**src/hdl/fosc_pkg.sv**
```systemverilog
// Package with the constants and control types of the forecast oscillator.
package fosc_pkg;
   localparam int MAX_PERIOD = 256;
   localparam int PTR_BITS = $clog2(MAX_PERIOD);
   localparam int PERIOD_BITS = 9;
   localparam int SAMPLE_BITS = 32;
   localparam int SUMY_BITS = 40;
   localparam int SUMXY_BITS = 48;
   localparam logic [PERIOD_BITS-1:0] PERIOD_RESET = 9'd14;
   localparam logic [PERIOD_BITS-1:0] PERIOD_MIN = 9'd2;
   localparam logic [PERIOD_BITS-1:0] PERIOD_MAX = 9'd256;
   localparam logic [22:0] PCT_Q16 = 23'd6553600;
   localparam int DIV_STEPS = 64;
   localparam int STEP_BITS = $clog2(DIV_STEPS);

   typedef struct packed {
      logic accept;
      logic update;
      logic prod;
      logic part;
      logic load_div;
      logic div_step;
      logic finish;
   } cmd_type;

   typedef struct packed {
      logic full;
      logic zero;
      logic rsp_busy;
   } status_type;
endpackage

```
**src/hdl/fosc_ctrl.sv**
```systemverilog
// Controller state machine that sequences each request through the datapath.
module fosc_ctrl
   import fosc_pkg::*;
(
   input  logic       clock,
   input  logic       reset,
   input  logic       req_valid,
   output logic       req_ready,
   input  status_type status,
   output cmd_type    cmd
);
   localparam logic [2:0] S_IDLE = 3'd0;
   localparam logic [2:0] S_LOAD = 3'd1;
   localparam logic [2:0] S_PROD = 3'd2;
   localparam logic [2:0] S_PART = 3'd3;
   localparam logic [2:0] S_NUM  = 3'd4;
   localparam logic [2:0] S_DIV  = 3'd5;
   localparam logic [2:0] S_DONE = 3'd6;

   logic [2:0]           state_ff, state_in;
   logic [STEP_BITS-1:0] count_ff, count_in;

   always_ff @(posedge clock) begin
      if (reset) begin
         state_ff <= S_IDLE;
         count_ff <= '0;
      end else begin
         state_ff <= state_in;
         count_ff <= count_in;
      end
   end

   assign req_ready = (state_ff == S_IDLE);

   always_comb begin
      state_in = state_ff;
      count_in = count_ff;
      cmd = '0;
      case (state_ff)
         S_IDLE: begin
            if (req_valid) begin
               cmd.accept = 1'b1;
               state_in = S_LOAD;
            end
         end
         S_LOAD: begin
            cmd.update = 1'b1;
            if (!status.full) begin
               state_in = S_IDLE;
            end else if (status.zero) begin
               state_in = S_DONE;
            end else begin
               state_in = S_PROD;
            end
         end
         S_PROD: begin
            cmd.prod = 1'b1;
            state_in = S_PART;
         end
         S_PART: begin
            cmd.part = 1'b1;
            state_in = S_NUM;
         end
         S_NUM: begin
            cmd.load_div = 1'b1;
            count_in = '0;
            state_in = S_DIV;
         end
         S_DIV: begin
            cmd.div_step = 1'b1;
            count_in = count_ff + 1'b1;
            if (count_ff == STEP_BITS'(DIV_STEPS - 1)) begin
               state_in = S_DONE;
            end
         end
         S_DONE: begin
            if (!status.rsp_busy) begin
               cmd.finish = 1'b1;
               state_in = S_IDLE;
            end
         end
         default: begin
            state_in = S_IDLE;
         end
      endcase
   end
endmodule

```
**config.mk**
```make
export PLATFORM = sky130hd
export DESIGN_NAME = fosc_ctrl
export DESIGN_NICKNAME = d
export VERILOG_FILES = /design/src/hdl/fosc_pkg.sv /design/src/hdl/fosc_ctrl.sv
export SDC_FILE = /design/constraint.sdc
export NUM_CORES = 1
export LEC_CHECK = 0
export ABC_AREA = 1
export BUFFER_PORTS_ARGS = -buffer_cell sky130_fd_sc_hd__clkbuf_2
export CORE_MARGIN = 4
export CORE_UTILIZATION = 24
export CTS_CLUSTER_SIZE = 10
export DETAILED_ROUTE_END_ITERATION = 8
export PLACE_DENSITY = 0.41
export SLEW_MARGIN = 15
export SYNTH_ARGS = -nofsm -noshare
export SYNTH_HDL_FRONTEND = slang
export SYNTH_SLANG_ARGS = --single-unit
```
**constraint.sdc**
```tcl
create_clock -name clock -period 1.6 [get_ports clock]
set_input_delay 0.08 -clock clock [delete_from_list [all_inputs] [get_ports clock]]
set_output_delay 0.08 -clock clock [all_outputs]
set_load 0.005 [all_outputs]
```
### Word level (Yosys, flattened, before mapping)

Cells that the tools add are included.

* add/subtract/negate cells: 1
* equality and inequality tests: 10
* mux-type cells: 16
* reductions and logical operators: 3

Operator list (count)
* case mux 3 bit (7 select lines): 1
* two-way mux 3 bit: 5
* case mux 6 bit (2 select lines): 1
* == test 3 bit (second input constant): 3
* two-way mux 1 bit: 9
* adder 6 x 1 -> 6 bit (second input constant): 1
* == test 3 x 2 -> 1 bit (second input constant): 2
* == test 6 bit (second input constant): 1
* inequality test 2 bit (second input constant): 3
* == test 3 x 1 -> 1 bit (second input constant): 1
* logical NOT 3 bit: 1
* AND reduction 3 bit: 1
* nonzero test 2 bit: 1

* register bits: 9
* logic and storage cells: 32

### Logic depth before layout (Yosys ltp)

* depth after elaboration: 3
* gate-level depth with buffers: 8
* depth with buffers taken out: 8

### Worst setup path after synthesis

Ideal clock, no wire load.

* path type: reg-to-reg
* from: register count_ff[0]
* to: register state_ff[2]
* setup time: 0.116 ns
* arrival time: 1.070 ns
* required time: 1.484 ns
* slack: 0.414 ns
* cell stages (with the launch flop): 9
* path buffers: 0
* clock period less this slack: 1.186 ns
* cells stage by stage: dfxtp_1 > ha_1 > nand3_2 > nor2_4 > nor2_4 > nor2_4 > nand2_1 > nand2_1 > nor2_2

* cells in the longest elaborated chain, start to end: 3

RTL lines
* start: declaration: line fosc_ctrl.sv:21 `logic [STEP_BITS-1:0] count_ff, count_in;`
* start signal: assignment: line fosc_ctrl.sv:29 `count_ff <= count_in;`
* == test 6 bit: line fosc_ctrl.sv:72 `if (count_ff == STEP_BITS'(DIV_STEPS - 1)) begin`
* inequality test 2 bit (no source line)
* AND reduction 3 bit (no source line)
* end signal: assignment: line fosc_ctrl.sv:28 `state_ff <= state_in;`
* end: declaration: line fosc_ctrl.sv:20 `logic [2:0] state_ff, state_in;`

Every way passes these cells.
A chain may end at the register's enable or synchronous reset.

==> impl_results.md <==
* Status: completed
* Critical Path RT at 1.52 ns
* Hold Buf Count CTS at 0
* Tmin final at 1.419 ns
* Wire length on met3 at 62 um
* Internal power at between 0.0004 and 0.0005 W
* Worst-path clk slew at 0.06 ns
* WL/cell at about 9.6 um
* Total power at between 0.0007 and 0.0008 W
* Sequential cell area at 180.2 um^2
* Clock power frac at 0.234
* Worst setup EP type: output port
* Setup CP Type: flip-flop to output port
* Inserted Diodes at 0
* Area after DPL at roughly 680 um^2
* Vias per cell at 4.333
* Port buffer count at 13
* Setup bufs post-CTS at 0
* Synthesized instance count at 85
* Fin area at slightly above 700 um^2
* Initial antenna violation count at 0
* Die Width at between 50 and 60 um
* CTS tree: yes
* Top Layer Used: met4
* Met2 wire len at ~590 um
* Final Wtd Congestion at 0.7541
* Avg Cell Area, Syn at between 7 and 8 um^2
* Fin nets at 109
* Clk_skew at about 0.00011 ns
* DPL Wire Length at 991.4 um
* Yosys warnings at 0
* Cell Rows at 17
* Seq cells post-synth at 9
* Remaining DRCs at 0
* Post_cts resized at 0
* Net Sw Power at 0.0003001 W
* Highest Clock Rate at 704.5 MHz
* Clock buffer depth at 2
* Worst Setup Slack post-DPL at 0.3078 ns
* GRT Util Overall at 0.08867
* Clock sinks at 9
* DRT Pass-1 Iters at 3
* Hold Vio Cnt, Final at 0
* Power Density at 1070 mW/mm^2
* Layout cell share with drive strength beyond 1 at 0.3168
* Core area at 0.002276 mm^2
* Least-Margin Pin Slew at 0.3607 ns
* M1 WL at 568 um
* CP arrival at 1.34 ns
* Cell leakage power at approximately 0.36 nW
* DR vias at 559
* Comb pwr share at 0.373
* Rel. slew slack at 0.7592
* Seq/Total Area, Yosys at 0.3025
* Starting Density at 0.2617
* Vias in the first global route at ~550
* Post-Route WL at 1.236 mm
* CTS Buf Count at 3
* Worst min path class: input port to flip-flop
* Num ports at 14
* Clk_lat worst skew at 0.26 ns
* Die area at 0.003343 mm^2
* Switch share at 0.3968
* Syn Nets at 92
* H-Tree Depth at 1
* Max Cap Viol at 0
* Multi-input gate area at ~350 um^2
* Yosys cell types at 20
* Setup Total Neg Slack at 0 ns
* Largest net degree at the start of global routing at 9
* Flop pwr share at 0.393
* First-pass GRT wire length at 2.297 mm
* Fill cell count at 257
* Final slew viol count at 0
* Initial DRC count at 11
* RSZ-0062 raised after global routing: no
* Crit Path Max Fanout at 7
* Die span in y at a little under 60 um
* CTS root buffer: clkbuf_4
* Endpoints failing setup at 0
* Crit share post-route at 0.8871
* Area of the mapped netlist at 595.6 um^2
* GR Overflow Total at 0
* Post-route setup slack at 0.1806 ns
* CP Launch Type: flip-flop
* Worst VDD drop at between 0.0005 and 0.0006 V
* Area grow syn2layout at 18.70%
* Post-route ant nets at 0
stage by stage:
step | hold slack [ns] | cells | util
after global routing | 0.02684 | 129 | 0.3106
final | 0.02350 | 129 | 0.3106
after floorplan | 0.1491 | 85 | -
after detailed placement | 0.3040 | 125 | 0.2991
after global placement | 0.3005 | 125 | 0.2991
after CTS | 0.01896 | 129 | 0.3106
worst paths after layout:
| path | slack [ns] | cells past startpoint | start | end |
|---|---|---|---|---|
| setup / recovery | 0.18 | 4 | state_ff[2] | cmd[0] |
| hold / removal | 0.02 | 2 | reset | count_ff[1] |
| setup reg to reg | 0.31 | 8 | count_ff[0] | state_ff[2] |
| hold reg to reg | 0.50 | 2 | count_ff[1] | count_ff[1] |
registers in the layout, summed over array words and instances, names as in the netlist:
register  count
state_ff      3
count_ff      6
area by class of cell:
type,count,area share
well taps,28,0.04956
inverters,11,0.05841
clock buffers,4,0.03717
flip-flops and latches,9,0.2549
multi-input cells,63,0.4973
repair buffers,14,0.1027
critical path, cell delays in order (launching register included):
cell and delay [ns]:
dfxtp_1 0.52, buf_4 0.20, nand2_1 0.08, nor3_1 0.14, clkbuf_2 0.14
cells in the mapped netlist, drive strengths merged:
cell,count,area (um^2)
inv,11,41.29
nor2,18,97.59
o211a,1,10.01
a21oi,6,30.03
nand2,24,90.09
ha,1,12.51
nor3,2,15.01
dfxtp,9,180.2
buf,2,22.52
a31o,1,8.760
o21ai,2,10.01
nand3,5,52.55
nand4,3,25.02
routing by layer:
metal / vias up / GRT usage
met4: 0 / 0.02980
met3: 2 / 0.04009
met2: 7 / 0.1371
li1: 304 / -
met5: - / 0
met1: 246 / 0.1088
cells in the final DEF, fill, tap and decap left out, drive strengths merged:
master  count
a31o        1
nor2       18
clkbuf     17
nand2      24
inv        11
o211a       1
dfxtp       9
a21oi       6
ha          1
nand3       5
nand4       3
buf         1
nor3        2
o21ai       2
power by group through the flow:
stage | sequential [W] | clock, W | combinational, W
2_1_floorplan | 0.000270 | 0 | 0.000245
4_1_cts | 0.000298 | 0.000188 | 0.000288
3_3_place_gp | 0.000307 | 0 | 0.000288
3_5_place_dp | 0.000303 | 0 | 0.000287
6_report | 0.000297 | 0.000177 | 0.000282
5_1_grt | 0.000305 | 0.000196 | 0.000327
cells by family (layout without fill, tap and decap cells):
group | Yosys count | after routing | share of synthesized area
simple gates | 52 | 52 | 0.4706
compound gates | 10 | 10 | 0.09875
fa+ha+maj | 1 | 1 | 0.02101
buf+inv | 13 | 29 | 0.1071
flops | 9 | 9 | 0.3025
No activity file was read; power rests on OpenSTA's default activity.
